===== src/sv/cpr_pkg.sv =====
// cpr_pkg: shared sizes, types and register codes for the clock page replacement block.
// No dependencies; used by every module of the block.
package cpr_pkg;

  localparam int FRAMES    = 8;
  localparam int PAGE_BITS = 16;
  localparam int IDX_W     = (FRAMES > 1) ? $clog2(FRAMES) : 1;
  localparam int CNT_W     = $clog2(FRAMES + 1);
  localparam int ADDR_W    = 3;

  typedef logic [IDX_W-1:0]     idx_t;
  typedef logic [CNT_W-1:0]     cnt_t;
  typedef logic [PAGE_BITS-1:0] page_t;
  typedef logic [15:0]          port_page_t;
  typedef logic [2:0]           frame_idx_t;
  typedef logic [3:0]           cfg_t;

  // register index taken from paddr[2]
  localparam logic REG_FRAMES_IN_USE = 1'b0;
  localparam cfg_t FRAMES_RST        = 4'd8;

  typedef struct packed {
    idx_t  idx;
    logic  set_ref;
    logic  clr_ref;
    logic  load;
    page_t wr_page;
  } frm_req_t;

  typedef struct packed {
    page_t page;
    logic  valid;
    logic  ref_set;
  } frm_rsp_t;

endpackage


===== src/sv/cpr_frames.sv =====
// cpr_frames: frame store holding page numbers, valid bits and reference bits.
// Depends on cpr_pkg; one indexed read and write port driven by the sequencer.
module cpr_frames (
  input  logic              clk_i,
  input  logic              rst_ni,
  input  cpr_pkg::frm_req_t req_i,
  output cpr_pkg::frm_rsp_t rsp_o
);

  cpr_pkg::page_t              page_q [cpr_pkg::FRAMES];
  logic [cpr_pkg::FRAMES-1:0]  valid_q, valid_d;
  logic [cpr_pkg::FRAMES-1:0]  ref_q, ref_d;

  always_ff @(posedge clk_i) begin
    if (req_i.load) begin
      page_q[req_i.idx] <= req_i.wr_page;
    end
  end

  always_comb begin
    valid_d = valid_q;
    ref_d   = ref_q;
    if (req_i.load) begin
      valid_d[req_i.idx] = 1'b1;
      ref_d[req_i.idx]   = 1'b1;
    end else if (req_i.set_ref) begin
      ref_d[req_i.idx] = 1'b1;
    end else if (req_i.clr_ref) begin
      ref_d[req_i.idx] = 1'b0;
    end
  end

  always_ff @(posedge clk_i or negedge rst_ni) begin
    if (!rst_ni) begin
      valid_q <= '0;
      ref_q   <= '0;
    end else begin
      valid_q <= valid_d;
      ref_q   <= ref_d;
    end
  end

  assign rsp_o.page    = page_q[req_i.idx];
  assign rsp_o.valid   = valid_q[req_i.idx];
  assign rsp_o.ref_set = ref_q[req_i.idx];

endmodule


===== src/sv/cpr_seq.sv =====
// cpr_seq: sequencer for lookup and hand sweep, one frame per cycle, plus result register.
// Depends on cpr_pkg; drives cpr_frames through frm_req_t.
module cpr_seq (
  input  logic              clk_i,
  input  logic              rst_ni,
  input  logic              in_valid_i,
  output logic              in_ready_o,
  input  logic [15:0]       page_id_i,
  input  cpr_pkg::cfg_t     frames_in_use_i,
  output logic              out_valid_o,
  input  logic              out_ready_i,
  output logic              hit_o,
  output logic [2:0]        frame_index_o,
  output logic              victim_valid_o,
  output logic [15:0]       victim_page_o,
  output logic [31:0]       fault_count_o,
  output cpr_pkg::frm_req_t frm_req_o,
  input  cpr_pkg::frm_rsp_t frm_rsp_i
);

  typedef enum logic [3:0] {
    S_IDLE  = 4'b0001,
    S_LOOK  = 4'b0010,
    S_SWEEP = 4'b0100,
    S_DONE  = 4'b1000
  } state_e;

  state_e              state_q, state_d;
  cpr_pkg::idx_t       idx_q, idx_d;
  cpr_pkg::idx_t       hand_q, hand_d;
  cpr_pkg::cnt_t       n_q, n_d;
  cpr_pkg::page_t      page_q, page_d;
  logic [31:0]         faults_q, faults_d;
  logic                hit_q, hit_d;
  logic                vvalid_q, vvalid_d;
  cpr_pkg::page_t      vpage_q, vpage_d;

  logic                out_valid_q, out_valid_d;
  logic                out_hit_q;
  cpr_pkg::frame_idx_t out_idx_q;
  logic                out_vvalid_q;
  cpr_pkg::port_page_t out_vpage_q;
  logic [31:0]         out_faults_q;

  logic                accept;
  logic                load_out;
  logic                last;
  cpr_pkg::idx_t       idx_next;
  cpr_pkg::cnt_t       n_cfg;

  assign in_ready_o = (state_q == S_IDLE);
  assign accept     = in_valid_i && in_ready_o;
  assign load_out   = (state_q == S_DONE) && (!out_valid_q || out_ready_i);

  // idx + 1 with wrap at the active frame count
  assign last     = (cpr_pkg::cnt_t'(idx_q) + cpr_pkg::cnt_t'(1)) >= n_q;
  assign idx_next = last ? '0 : cpr_pkg::idx_t'(idx_q + cpr_pkg::idx_t'(1));

  always_comb begin
    if (frames_in_use_i == '0) begin
      n_cfg = cpr_pkg::cnt_t'(1);
    end else if (32'(frames_in_use_i) > 32'(cpr_pkg::FRAMES)) begin
      n_cfg = cpr_pkg::cnt_t'(cpr_pkg::FRAMES);
    end else begin
      n_cfg = cpr_pkg::cnt_t'(frames_in_use_i);
    end
  end

  always_comb begin
    state_d   = state_q;
    idx_d     = idx_q;
    hand_d    = hand_q;
    n_d       = n_q;
    page_d    = page_q;
    faults_d  = faults_q;
    hit_d     = hit_q;
    vvalid_d  = vvalid_q;
    vpage_d   = vpage_q;
    frm_req_o = '{idx: idx_q, set_ref: 1'b0, clr_ref: 1'b0, load: 1'b0, wr_page: page_q};

    case (state_q)
      S_IDLE: begin
        if (accept) begin
          page_d  = cpr_pkg::page_t'(page_id_i);
          n_d     = n_cfg;
          idx_d   = '0;
          state_d = S_LOOK;
        end
      end
      S_LOOK: begin
        if (frm_rsp_i.valid && (frm_rsp_i.page == page_q)) begin
          frm_req_o.set_ref = 1'b1;
          hit_d    = 1'b1;
          vvalid_d = 1'b0;
          vpage_d  = '0;
          state_d  = S_DONE;
        end else if (last) begin
          hit_d    = 1'b0;
          faults_d = (faults_q == '1) ? faults_q : faults_q + 32'd1;
          idx_d    = (cpr_pkg::cnt_t'(hand_q) < n_q) ? hand_q : '0;
          state_d  = S_SWEEP;
        end else begin
          idx_d = idx_next;
        end
      end
      S_SWEEP: begin
        if (!frm_rsp_i.ref_set) begin
          frm_req_o.load = 1'b1;
          vvalid_d = frm_rsp_i.valid;
          vpage_d  = frm_rsp_i.valid ? frm_rsp_i.page : '0;
          hand_d   = idx_next;
          state_d  = S_DONE;
        end else begin
          frm_req_o.clr_ref = 1'b1;
          idx_d = idx_next;
        end
      end
      S_DONE: begin
        if (load_out) begin
          state_d = S_IDLE;
        end
      end
      default: begin
        state_d = S_IDLE;
      end
    endcase
  end

  always_comb begin
    out_valid_d = out_valid_q;
    if (load_out) begin
      out_valid_d = 1'b1;
    end else if (out_ready_i) begin
      out_valid_d = 1'b0;
    end
  end

  always_ff @(posedge clk_i or negedge rst_ni) begin
    if (!rst_ni) begin
      state_q     <= S_IDLE;
      hand_q      <= '0;
      faults_q    <= '0;
      out_valid_q <= 1'b0;
    end else begin
      state_q     <= state_d;
      hand_q      <= hand_d;
      faults_q    <= faults_d;
      out_valid_q <= out_valid_d;
    end
  end

  always_ff @(posedge clk_i) begin
    idx_q    <= idx_d;
    n_q      <= n_d;
    page_q   <= page_d;
    hit_q    <= hit_d;
    vvalid_q <= vvalid_d;
    vpage_q  <= vpage_d;
    if (load_out) begin
      out_hit_q    <= hit_q;
      out_idx_q    <= cpr_pkg::frame_idx_t'(idx_q);
      out_vvalid_q <= vvalid_q;
      out_vpage_q  <= cpr_pkg::port_page_t'(vpage_q);
      out_faults_q <= faults_q;
    end
  end

  assign out_valid_o    = out_valid_q;
  assign hit_o          = out_hit_q;
  assign frame_index_o  = out_idx_q;
  assign victim_valid_o = out_vvalid_q;
  assign victim_page_o  = out_vpage_q;
  assign fault_count_o  = out_faults_q;

endmodule


===== src/sv/clock_page_replacement_top.sv =====
// clock_page_replacement_top: clock (second-chance) page replacement with APB config port.
// Operation: a lookup scans active frames from frame 0; a hit sets that frame's ref bit;
// a fault sweeps from the hand, clearing reference bits, and fills the first clear frame.
// Throughput: one transaction in flight; the next is taken once the result is registered.
// Reset: all frames empty, reference bits clear, hand 0, fault count 0, frames_in_use 8.
// Depends on cpr_pkg, cpr_frames and cpr_seq.
module clock_page_replacement_top (
  input  logic                       clk_i,
  input  logic                       rst_ni,
  input  logic                       psel,
  input  logic                       penable,
  input  logic                       pwrite,
  input  logic [cpr_pkg::ADDR_W-1:0] paddr,
  input  logic [31:0]                pwdata,
  output logic [31:0]                prdata,
  output logic                       pready,
  input  logic                       in_valid_i,
  output logic                       in_ready_o,
  input  logic [15:0]                page_id_i,
  output logic                       out_valid_o,
  input  logic                       out_ready_i,
  output logic                       hit_o,
  output logic [2:0]                 frame_index_o,
  output logic                       victim_valid_o,
  output logic [15:0]                victim_page_o,
  output logic [31:0]                fault_count_o
);

  cpr_pkg::cfg_t     frames_in_use_q, frames_in_use_d;
  cpr_pkg::frm_req_t frm_req;
  cpr_pkg::frm_rsp_t frm_rsp;
  logic              sel_reg;

  assign pready  = 1'b1;
  assign sel_reg = (paddr[2] == cpr_pkg::REG_FRAMES_IN_USE);

  always_comb begin
    frames_in_use_d = frames_in_use_q;
    if (psel && penable && pwrite && sel_reg) begin
      frames_in_use_d = cpr_pkg::cfg_t'(pwdata[3:0]);
    end
  end

  always_ff @(posedge clk_i or negedge rst_ni) begin
    if (!rst_ni) begin
      frames_in_use_q <= cpr_pkg::FRAMES_RST;
    end else begin
      frames_in_use_q <= frames_in_use_d;
    end
  end

  assign prdata = sel_reg ? {28'd0, frames_in_use_q} : 32'd0;

  cpr_frames u_frames (
    .clk_i  (clk_i),
    .rst_ni (rst_ni),
    .req_i  (frm_req),
    .rsp_o  (frm_rsp)
  );

  cpr_seq u_seq (
    .clk_i           (clk_i),
    .rst_ni          (rst_ni),
    .in_valid_i      (in_valid_i),
    .in_ready_o      (in_ready_o),
    .page_id_i       (page_id_i),
    .frames_in_use_i (frames_in_use_q),
    .out_valid_o     (out_valid_o),
    .out_ready_i     (out_ready_i),
    .hit_o           (hit_o),
    .frame_index_o   (frame_index_o),
    .victim_valid_o  (victim_valid_o),
    .victim_page_o   (victim_page_o),
    .fault_count_o   (fault_count_o),
    .frm_req_o       (frm_req),
    .frm_rsp_i       (frm_rsp)
  );

endmodule

===== config.mk =====
export PLATFORM = sky130hd
export DESIGN_NAME = clock_page_replacement_top
export DESIGN_NICKNAME = d
export VERILOG_FILES = /design/src/sv/cpr_pkg.sv /design/src/sv/cpr_frames.sv /design/src/sv/cpr_seq.sv /design/src/sv/clock_page_replacement_top.sv
export SDC_FILE = /design/constraint.sdc
export NUM_CORES = 1
export LEC_CHECK = 0
export BUFFER_PORTS_ARGS = -buffer_cell sky130_fd_sc_hd__buf_4
export CORE_ASPECT_RATIO = 0.7
export CORE_UTILIZATION = 25
export DETAILED_ROUTE_END_ITERATION = 8
export PLACE_DENSITY = 0.37
export SLEW_MARGIN = 0
export SYNTH_ARGS = -nofsm -noshare
export SYNTH_HDL_FRONTEND = slang
export SYNTH_SLANG_ARGS = --single-unit
export TNS_END_PERCENT = 10

===== constraint.sdc =====
create_clock -name clk_i -period 4.23 [get_ports clk_i]
set_clock_uncertainty 0.1 [all_clocks]
set_input_delay 0.423 -clock clk_i [delete_from_list [all_inputs] [get_ports clk_i]]
set_output_delay 0.423 -clock clk_i [all_outputs]
set_load 0.03 [all_outputs]

# Word level (Yosys, flattened, before mapping)

Memory sizes are Yosys's and may differ from the RTL's. A register that Yosys moved wholly into a read port is not among the register bits.
Cells that the tools add are included.

Register bits: 154
RAM bits: 128
Bits of input ports: 58
Output and inout port bits: 88
Logic and storage cells: 114
Memories kept: 1

Memories:

| memory          | depth | width | rd ports | clocked after memory_dff | write ports | RTL line         | source |
|---|---|---|---|---|---|---|---|
| u_frames.page_q | 8     | 16    | 1        | 1                        | 1           | cpr_frames.sv:10 | `cpr_pkg::page_t page_q [cpr_pkg::FRAMES];` |

$add $sub $neg: 3
$lt $le $gt $ge: 5
Eq/ne operators: 13
Mux-type cells: 42
Bitwise gates (word level): 8
Reduce and logical (&&, ||, !) cells: 23

Operators by type and width:

| kind                    | number |
|---|---|
| $mux W16                | 3 |
| $add A32 B1 Y32 const B | 1 |
| $eq A32 B32 Y1 const B  | 1 |
| $pmux W16 S2            | 1 |
| $mux W4                 | 7 |
| $mux W8                 | 3 |
| $mux W3                 | 7 |
| $eq A16 B16 Y1          | 1 |
| $or A8 B8 Y8            | 2 |
| $pmux W4 S4             | 1 |
| $mux W1                 | 14 |
| $reduce_and A4 Y1       | 3 |
| $pmux W3 S3             | 1 |
| $and A8 B8 Y8           | 1 |
| $not A8 Y8              | 1 |
| $logic_and A1 B1 Y1     | 7 |
| $bmux W1 S3             | 2 |
| $ne A2 B1 Y1 const B    | 3 |
| $ne A2 B2 Y1 const B    | 3 |
| $reduce_and A2 Y1       | 3 |
| $reduce_bool A2 Y1      | 3 |
| $reduce_bool A3 Y1      | 2 |
| $add A3 B1 Y4 const B   | 1 |
| $eq A4 B1 Y1 const B    | 1 |
| other kinds (19)        | 22 |

# Logic depth before layout (Yosys ltp)

Gate-level depths: netlist of the first run.

Word-level depth: 9
Gate-level depth with buffers: 12
Mapped depth without buffers: 9

# By module

From an unflattened synthesis of the first run, not the netlist that was laid out.

Cell total of the unflattened synthesis: 681
Area total of the unflattened synthesis: 11628.7 µm²

Modules (own cells, without submodules):

| module                     | times used | cells each | area each (µm²) | seq. area each (µm²) |
|---|---|---|---|---|
| cpr_frames                 | 1          | 257        | 5710.5          | 4244.1 |
| cpr_seq                    | 1          | 380        | 5487.8          | 3824.9 |
| clock_page_replacement_top | 1          | 44         | 430.4           | 101.3 |

# Worst setup path after synthesis of the first run

Ideal clock, no wire load.

Path type: reg-to-reg
Start point: reg u_seq.state_q[1]
End point: reg u_seq.out_faults_q[0] (netlist: u_seq.fault_count_o[0]) (enable)
Setup time: 470 ps
Arrival time: 3018 ps
Required time: 3660 ps
Slack: 642 ps
Cell stages (with the launch flop): 4
Path buffers: 0
Clock period less this slack: 3588 ps
Cells stage by stage: dfrtp_1 nor2_1 nand3b_1 nor2b_1

Word-level cells in the longest chain between the ends: 2

Ends and longest elaborated chain:

| what                     | RTL line       | source |
|---|---|---|
| start: declaration       | cpr_seq.sv:28  | `state_e state_q, state_d;` |
| start signal: assignment | cpr_seq.sv:145 | `state_q <= state_d;` |
| $eq A4 B4 Y1             | cpr_seq.sv:53  | `assign load_out = (state_q == S_DONE) && (!out_valid_q \|\| out_ready_i);` |
| $logic_and A1 B1 Y1      | cpr_seq.sv:53  |  |
| net u_seq.load_out       | cpr_seq.sv:46  | `logic load_out;` |
| end signal: assignment   | cpr_seq.sv:164 | `out_faults_q <= faults_q;` |
| end: declaration         | cpr_seq.sv:43  | `logic [31:0] out_faults_q;` |

The timed path passes the listed nets, and every way through them passes these cells.
A chain may end at the register's enable or synchronous reset.

==> flow_metrics.env, run 1 <==
export IMPL_port_buffers=86
export IMPL_place_gp_congestion=0.697
export IMPL_combPwrFrac_pct=24.0
export IMPL_core_mm2=0.0455
export IMPL_fin_area_mm2=0.0144
export IMPL_tns_ps=0
export IMPL_intPower_mw=5.70
export IMPL_antenna_found_initial=0
export IMPL_ant_nets=0
export IMPL_ios=146
export IMPL_routedWlPerCell_um=18.3
export IMPL_final_cell_mix="edfxtp_1, buf_4, dfrtp_1"
export IMPL_fmax_mhz=285
export IMPL_layout_commonest_cell="edfxtp_1"
export IMPL_first_global_vias=6633
export IMPL_placed_cell_area_mm2=0.0132
export IMPL_rsz0062_at_grt="no"
export IMPL_hp_class="in2reg"
export IMPL_hold_end="u_seq.state_q[0]"
export IMPL_p_sw_mw=2.56
export IMPL_grt_first_pass_wirelength_mm=42.2
export IMPL_cts_hold_buf=21
export IMPL_power_density_mw_per_mm2=575
export IMPL_cellLeakagePower_nw=5.36
export IMPL_numCtsBuffers=30
export IMPL_cts_sinks=285
export IMPL_clockBufferDepth=3
export IMPL_die_area_mm2=0.0475
export IMPL_post_cts_buffers=0
export IMPL_place_hpwl_mm=17.8
export IMPL_syn_area_mm2=0.0117
export IMPL_die_width_um=260
export IMPL_start_util_pct=25.6
export IMPL_fin_nets=968
export IMPL_vias=6540
export IMPL_worstSetupPathType="reg2reg"
export IMPL_reg2reg_depth=11
export IMPL_synth_area_per_cell_um2=15.4
export IMPL_worstPathMaxFanout=17
export IMPL_grt_overflow=0
export IMPL_wirelength_mm=28.0
export IMPL_cp_end_kind="register"
export IMPL_maxSlewViolCount=0
export IMPL_yosysWarnings=0
export IMPL_tightestPinTransition_ps=774
export IMPL_outcome="finished clean"
export IMPL_fin_hold_ws_ps=77.6
export IMPL_holdCritStartpoint="in_valid_i"
export IMPL_cts_resized=0
export IMPL_cts_tree="built"
export IMPL_synth_edf_count=222
export IMPL_period_minus_slack_ps=3510
export IMPL_maxCapViolCount=0
export IMPL_ys_flop_type="edfxtp_1"
export IMPL_drt_pass1_iter_count=4
export IMPL_yosysSeqAreaShare_pct=70.6
export IMPL_antenna_cells=0
export IMPL_critPathRequiredTime_ps=4370
export IMPL_ys_ff_latch=285
export IMPL_area_growth_syn_to_layout_pct=23.2
export IMPL_viasPerCell=4.28
export IMPL_slew_headroom_pct=47.6
export IMPL_fin_crit_sh_pct=83.0
export IMPL_syn_inst=759
export IMPL_insertion_delay_ps=570
export IMPL_min_path_cells=3
export IMPL_startpoint_type="register"
export IMPL_grt_use_total_pct=11.8
export IMPL_cts_root_buf="clkbuf_16"
export IMPL_ir_drop_mv=0.271
export IMPL_p_sw_share_pct=31.0
export IMPL_num_rows=65
export IMPL_setup_violations_final=0
export IMPL_r2r_slack_ps=720
export IMPL_grt_max_degree=52
export IMPL_clk_pin_slew_ps=60
export IMPL_power_frac_clock_pct=32.4
export IMPL_p_seq_share_pct=43.7
export IMPL_critPathArrivalTime_ps=3650
export IMPL_drtIter0Drc=398
export IMPL_hold_violations=0
export IMPL_die_y_um=183
export IMPL_drc=0
export IMPL_h_tree_depth=1
export IMPL_layout_drive_gt1_share_pct=24.1
export IMPL_synthDistinctLibCells=54
export IMPL_p_total_mw=8.26
export IMPL_synth_async_reset_ratio_pct=21.1
export IMPL_r2r_end="u_seq.vpage_q[9]"
## worst max-delay path, stage by stage, from the launching register on
cell	delay [ps]
dfxtp_1	630
buf_12	220
buf_4	170
mux2i_1	190
a22oi_1	130
a31o_2	310
a2111oi_2	370
nand4_1	190
nor3_4	220
nand2_2	210
nand2_1	120
buf_4	300
## power by group through the flow
| stage | clock network [mW] | logic, mW | registers (mW) |
|---|---|---|---|
| 2_1_floorplan | 0 | 1.39 | 3.56 |
| 3_3_place_gp | 0 | 2.00 | 3.68 |
| 3_5_place_dp | 0 | 2.00 | 3.67 |
| 4_1_cts | 2.77 | 2.02 | 3.62 |
| 5_1_grt | 2.87 | 2.19 | 3.66 |
| 6_report | 2.68 | 1.98 | 3.61 |
## cells by family after synthesis
group / count (synthesis) / share of synthesized area [%]
other cells: 2 / 0.0644
fa+ha+maj: 8 / 0.858
simple gates: 224 / 10.2
xor+xnor: 45 / 3.38
mux: 75 / 8.48
flops: 285 / 70.6
compound gates: 52 / 3.05
buf+inv: 68 / 3.39
## final cells by class
class	instances	area, um^2
fillers	4540	31200
inverters	9	33.8
repair buffers	143	1200
flip-flops and latches	285	8230
well taps	603	754
multi-input cells	433	3160
clock inverters	18	201
clock buffers	38	781
## worst max path at each step
stage / cells after the start / endpoint / slack, ps / from
2_1_floorplan: 3 / u_seq.fault_count_o[0] / 640 / u_seq.state_q[1]
3_3_place_gp: 11 / u_seq.vpage_q[4] / 630 / register
3_5_place_dp: 11 / u_seq.vpage_q[4] / 620 / register
4_1_cts: 11 / u_seq.vpage_q[7] / 600 / register
5_1_grt: 11 / u_seq.vpage_q[9] / 380 / register
6_report: 11 / u_seq.vpage_q[9] / 720 / register
## synth_stat cells, drive strengths merged (3+ instances only)
library cell	count	area (um^2)
inv	9	33.8
xor2	36	315
clkbuf	14	52.6
dfrtp	58	1450
o21ai	10	50.1
nor4b	4	35.0
nand3	23	115
mux4	17	383
a22oi	7	52.6
nand4	13	81.3
nor2b	12	75.1
and2	3	18.8
and4	4	35.0
nor2	46	173
ha	8	100
o31ai	3	22.5
a21o	4	30.0
or2	8	50.1
and3	8	50.1
a21oi	12	60.1
nand2b	7	43.8
mux2	20	225
dfxtp	3	60.1
xnor2	9	78.8
buf	45	309
edfxtp	222	6670
nor3	23	126
nand2	39	149
mux2i	38	380
nor4	17	106
a22o	5	43.8
nand3b	8	60.1
## metal layers
layer	vias up	routed length (um)	GRT usage [%]
met5	-	0	0
met4	0	656	2.95
met3	40	986	2.10
met2	100	12000	17.2
met1	3308	14300	18.0
li1	3092	-	-
## registers in the layout, indices dropped and copies added, names as in the netlist, 3 cells and up, named ones only
signal and count:
frames_in_use_q 4, u_frames.page_q 128, u_frames.valid_q 8, u_seq.fault_count_o 32
u_seq.faults_q 32, u_seq.frame_index_o 3, u_seq.hand_q 3, u_seq.idx_q 3
u_seq.n_q 4, u_seq.page_q 16, u_seq.state_q 4, u_seq.victim_page_o 16
u_seq.vpage_q 16
## metrics by stage
| stage | worst slack, ps | instances | utilization, % |
|---|---|---|---|
| 2_1_floorplan | 642 | 786 | - |
| 3_3_place_gp | 627 | 1452 | 28.9 |
| 3_5_place_dp | 621 | 1452 | 28.9 |
| 4_1_cts | 599 | 1529 | 31.5 |
| 5_1_grt | 382 | 1529 | 31.5 |
| 6_report | 721 | 1529 | 31.5 |
No activity file was read; power rests on OpenSTA's default activity.
==> run 2: changes to the inputs <==
- clock period: 4.23 -> 3.4 ns (I/O delays scaled with it)
==> flow_metrics.env, run 2 (synthesized netlist as in run 1, its figures left out) <==
export IMPL_outcome="finished clean"
export IMPL_vias=6555
export IMPL_place_hpwl_mm=17.8
export IMPL_setup_violations_final=0
export IMPL_viasPerCell=4.23
export IMPL_grt_use_total_pct=12.1
export IMPL_ios=146
export IMPL_ant_nets=0
export IMPL_die_y_um=183
export IMPL_first_global_vias=6740
export IMPL_num_fill_cells=4530
export IMPL_power_density_mw_per_mm2=701
export IMPL_wirelength_mm=28.2
export IMPL_final_cell_mix="edfxtp_1, buf_4, dfrtp_1"
export IMPL_routedWlPerCell_um=18.2
export IMPL_grt_overflow=0
export IMPL_antenna_cells=0
export IMPL_drc=0
export IMPL_layout_commonest_cell="edfxtp_1"
export IMPL_area_growth_syn_to_layout_pct=23.9
export IMPL_start_util_pct=25.6
export IMPL_num_rows=65
export IMPL_critPathArrivalTime_ps=3530
export IMPL_cts_root_buf="clkbuf_16"
export IMPL_maxCapViolCount=0
export IMPL_grtUsageMet2_pct=18.1
export IMPL_dp_slack_ps=119
export IMPL_port_buffers=86
export IMPL_die_area_mm2=0.0475
export IMPL_tns_ps=0
export IMPL_tightestPinTransition_ps=876
export IMPL_largest_reg_flops=128
export IMPL_core_mm2=0.0455
export IMPL_worstPathMaxFanout=6
export IMPL_regMostFlops="u_frames.page_q"
export IMPL_hold_violations=0
export IMPL_numCtsBuffers=30
export IMPL_hp_class="in2reg"
export IMPL_period_minus_slack_ps=3180
export IMPL_insertion_delay_ps=580
export IMPL_grt_first_pass_wirelength_mm=43.3
export IMPL_clk_pin_slew_ps=60
export IMPL_worstSetupPathType="reg2reg"
export IMPL_slew_headroom_pct=41.6
export IMPL_die_width_um=260
export IMPL_fin_nets=988
export IMPL_clockBufferDepth=3
export IMPL_use_met1_pct=17.9
export IMPL_drt_pass1_iter_count=5
export IMPL_cp_end_kind="register"
export IMPL_cts_sinks=285
export IMPL_busiest_layer="met2"
export IMPL_worst_slack_ps=222
export IMPL_ir_drop_mv=0.305
export IMPL_post_cts_buffers=0
export IMPL_antenna_found_initial=0
export IMPL_cts_tree="built"
export IMPL_layout_drive_gt1_share_pct=24.9
export IMPL_cellLeakagePower_nw=5.42
export IMPL_rsz0062_at_grt="no"
export IMPL_startpoint_type="register"
export IMPL_critPathRequiredTime_ps=3750
export IMPL_fmax_mhz=315
export IMPL_h_tree_depth=1
export IMPL_grt_use_met3_pct=2.29
export IMPL_fin_crit_sh_pct=93.5
export IMPL_grt_max_degree=61
export IMPL_place_gp_congestion=0.702
export IMPL_drtIter0Drc=430
export IMPL_maxSlewViolCount=0
run 2: path summary, 6_finish.rpt:
check	startpoint	end	slack (ps)	cells after the start
max in group asynchronous	rst_ni	u_seq.faults_q[27]	2290	2
min in group asynchronous	rst_ni	frames_in_use_q[2]	310	2
min	pwrite	frames_in_use_q[0]	190	3
max	register	register	220	11
min reg2reg	u_seq.vpage_q[11]	u_seq.victim_page_o[11]	320	0
max reg2reg	register	register	220	11
run 2: power breakdown:
| part | total (mW) | internal, mW | switching, mW |
|---|---|---|---|
| Clock | 2.99 | 1.64 | 1.35 |
| Sequential | 4.41 | 4.15 | 0.261 |
| Combinational | 2.74 | 1.18 | 1.56 |
| Total | 10.1 | 6.96 | 3.17 |
run 2: stage by stage:
step	utilization [%]	hold WS (ps)	cell area, um^2	instances	total power [mW]
after floorplan	-	-55.6	11800	786	6.16
after global placement	29.3	303	13300	1470	7.25
after detailed placement	29.3	306	13300	1470	7.24
after CTS	31.7	162	14400	1548	10.3
after global routing	31.7	189	14500	1548	10.7
final	31.7	191	14500	1548	10.1
run 2: area by class of cell:
class	instances	area, um^2	area share (%)
clock inverter	14	71.3	0.494
tap	603	754	5.22
clock buffer	41	802	5.55
multi-input combinational	433	3160	21.9
inverter	9	33.8	0.234
timing repair buffer	163	1400	9.67
sequential	285	8230	57.0
run 2: worst max-delay path: stages (launching register included):
cell      delay [ps]
dfxtp_1          510
buf_4            240
mux4_2           500
mux2i_1          240
xnor2_1          260
nor3_1            90
nand4_1          170
nor3_4            60
buf_12           140
a211oi_2         210
buf_4            190
mux2_2           350
run 2: timing repair:
item	CTS	global route
setup endpoints to repair	0	30
hold buffers	23	0
hold endpoints to repair	80	0
resized for setup	0	1
run 2: per-layer routing:
layer  vias to the layer above  part of all wire [%]
li1                       3143                     -
met4                         0                   2.0
met1                      3266                    50
met3                        41                   4.1
met2                       105                    44
met5                         -                     0
==> run 3: changes to the inputs <==
- BUFFER_PORTS_ARGS: -buffer_cell sky130_fd_sc_hd__buf_4 -> not set
- DONT_BUFFER_PORTS: not set -> 1
- GPL_ROUTABILITY_DRIVEN: not set -> 0
- PLACE_DENSITY: 0.37 -> 0.34
==> flow_metrics.env, run 3 (synthesized netlist as in run 1, its figures left out) <==
export IMPL_outcome="finished clean"
export IMPL_clockBufferDepth=3
export IMPL_worstSetupPathType="reg2reg"
export IMPL_drt_pass1_iter_count=4
export IMPL_fmax_mhz=314
export IMPL_fin_area_mm2=0.0140
export IMPL_num_fill_cells=4500
export IMPL_critPathArrivalTime_ps=3530
export IMPL_port_buffers=0
export IMPL_critPathRequiredTime_ps=3750
export IMPL_cts_root_buf="clkbuf_16"
export IMPL_grt_use_total_pct=12.0
export IMPL_vias=6359
export IMPL_setup_violations_final=0
export IMPL_tns_ps=0
export IMPL_routedWlPerCell_um=19.4
export IMPL_die_area_mm2=0.0475
export IMPL_numCtsBuffers=31
export IMPL_ant_nets=0
export IMPL_clk_pin_slew_ps=60
export IMPL_maxCapViolCount=0
export IMPL_antenna_found_initial=1
export IMPL_antenna_cells=0
export IMPL_dp_slack_ps=84.8
export IMPL_h_tree_depth=1
export IMPL_grt_first_pass_wirelength_mm=43.0
export IMPL_die_width_um=260
export IMPL_start_util_pct=25.6
export IMPL_die_y_um=183
export IMPL_area_growth_syn_to_layout_pct=20.0
export IMPL_final_cell_mix="edfxtp_1, dfrtp_1, nor2_1"
export IMPL_drtIter0Drc=346
export IMPL_p_total_mw=10.5
export IMPL_post_cts_buffers=0
export IMPL_drc=0
export IMPL_regMostFlops="u_frames.page_q"
export IMPL_maxSlewViolCount=0
export IMPL_cellLeakagePower_nw=5.09
export IMPL_ios=146
export IMPL_place_hpwl_mm=18.0
export IMPL_dp_cells=1376
export IMPL_placed_cell_area_mm2=0.0127
export IMPL_rsz0062_at_grt="no"
export IMPL_insertion_delay_ps=570
export IMPL_cp_end_kind="register"
export IMPL_hp_class="in2reg"
export IMPL_grt_overflow=0
export IMPL_startpoint_type="register"
export IMPL_num_rows=65
export IMPL_slew_headroom_pct=53.8
export IMPL_first_global_vias=6834
export IMPL_worstPathMaxFanout=12
export IMPL_viasPerCell=4.37
export IMPL_cts_tree="built"
export IMPL_layout_commonest_cell="edfxtp_1"
export IMPL_ir_drop_mv=0.364
export IMPL_core_mm2=0.0455
export IMPL_final_cell_count_no_fill=1456
export IMPL_grt_max_degree=61
export IMPL_largest_reg_flops=128
export IMPL_period_minus_slack_ps=3180
export IMPL_fin_crit_sh_pct=93.6
export IMPL_power_density_mw_per_mm2=753
export IMPL_wirelength_mm=28.3
export IMPL_layout_drive_gt1_share_pct=17.9
export IMPL_tightestPinTransition_ps=692
export IMPL_worst_slack_ps=219
export IMPL_fin_nets=897
export IMPL_hold_violations=0
export IMPL_cts_sinks=285
==> run 3: layout make-up <==
cell class | count | area, um^2 | area share, %
Sequential cell | 285 | 8240 | 58.9
Clock inverter | 20 | 244 | 1.74
Clock buffer | 35 | 791 | 5.65
Multi-Input combinational cell | 433 | 3180 | 22.7
Timing Repair Buffer | 71 | 753 | 5.38
Tap cell | 603 | 754 | 5.39
Inverter | 9 | 33.8 | 0.241
==> run 3: what timing repair did <==
action | 4_1_cts | 5_1_grt
setup endpoints to repair | 0 | 55
hold buffers | 24 | 0
hold endpoints to repair | 82 | 0
resized for setup | 0 | 5
==> run 3: power breakdown <==
group | switching (mW) | internal, mW
logic | 1.45 | 1.11
clock network | 1.36 | 2.10
registers | 0.354 | 4.15
total | 3.16 | 7.37
==> run 3: worst paths after layout <==
path | startpoint | endpoint | slack [ps] | depth (start not counted)
max | register | u_seq.faults_q[1] | 220 | 10
min | penable | frames_in_use_q[2] | 50 | 2
max reg2reg | register | u_seq.faults_q[1] | 220 | 10
min in group asynchronous | rst_ni | frames_in_use_q[2] | 200 | 2
max in group asynchronous | rst_ni | u_seq.state_q[0] | 2680 | 2
min reg2reg | u_seq.vpage_q[10] | u_seq.victim_page_o[10] | 320 | 0
==> run 3: critical path, cell delays in order, from the launching register on <==
cell       delay, ps
dfxtp_4          400
buf_12           170
mux4_2           520
mux2i_2          230
xnor2_2          120
a2111oi_2        310
nand4_1          200
nor3_4           280
buf_4            200
or3_1            170
mux2_2           340
==> run 3: metrics by stage <==
step / hold slack [ps] / utilization (%)
floorplan: -55.6 / -
global placement: -53.4 / 27.8
detailed placement: -53.6 / 27.8
CTS: 7.08 / 30.6
global route: 39.6 / 30.7
finish: 47.1 / 30.7
==> run 3: metal layers <==
layer / GRT usage (%) / routed length [um]
met5: 0 / 0
met4: 3.18 / 678
met3: 2.11 / 915
met2: 19.1 / 13000
met1: 16.8 / 13700
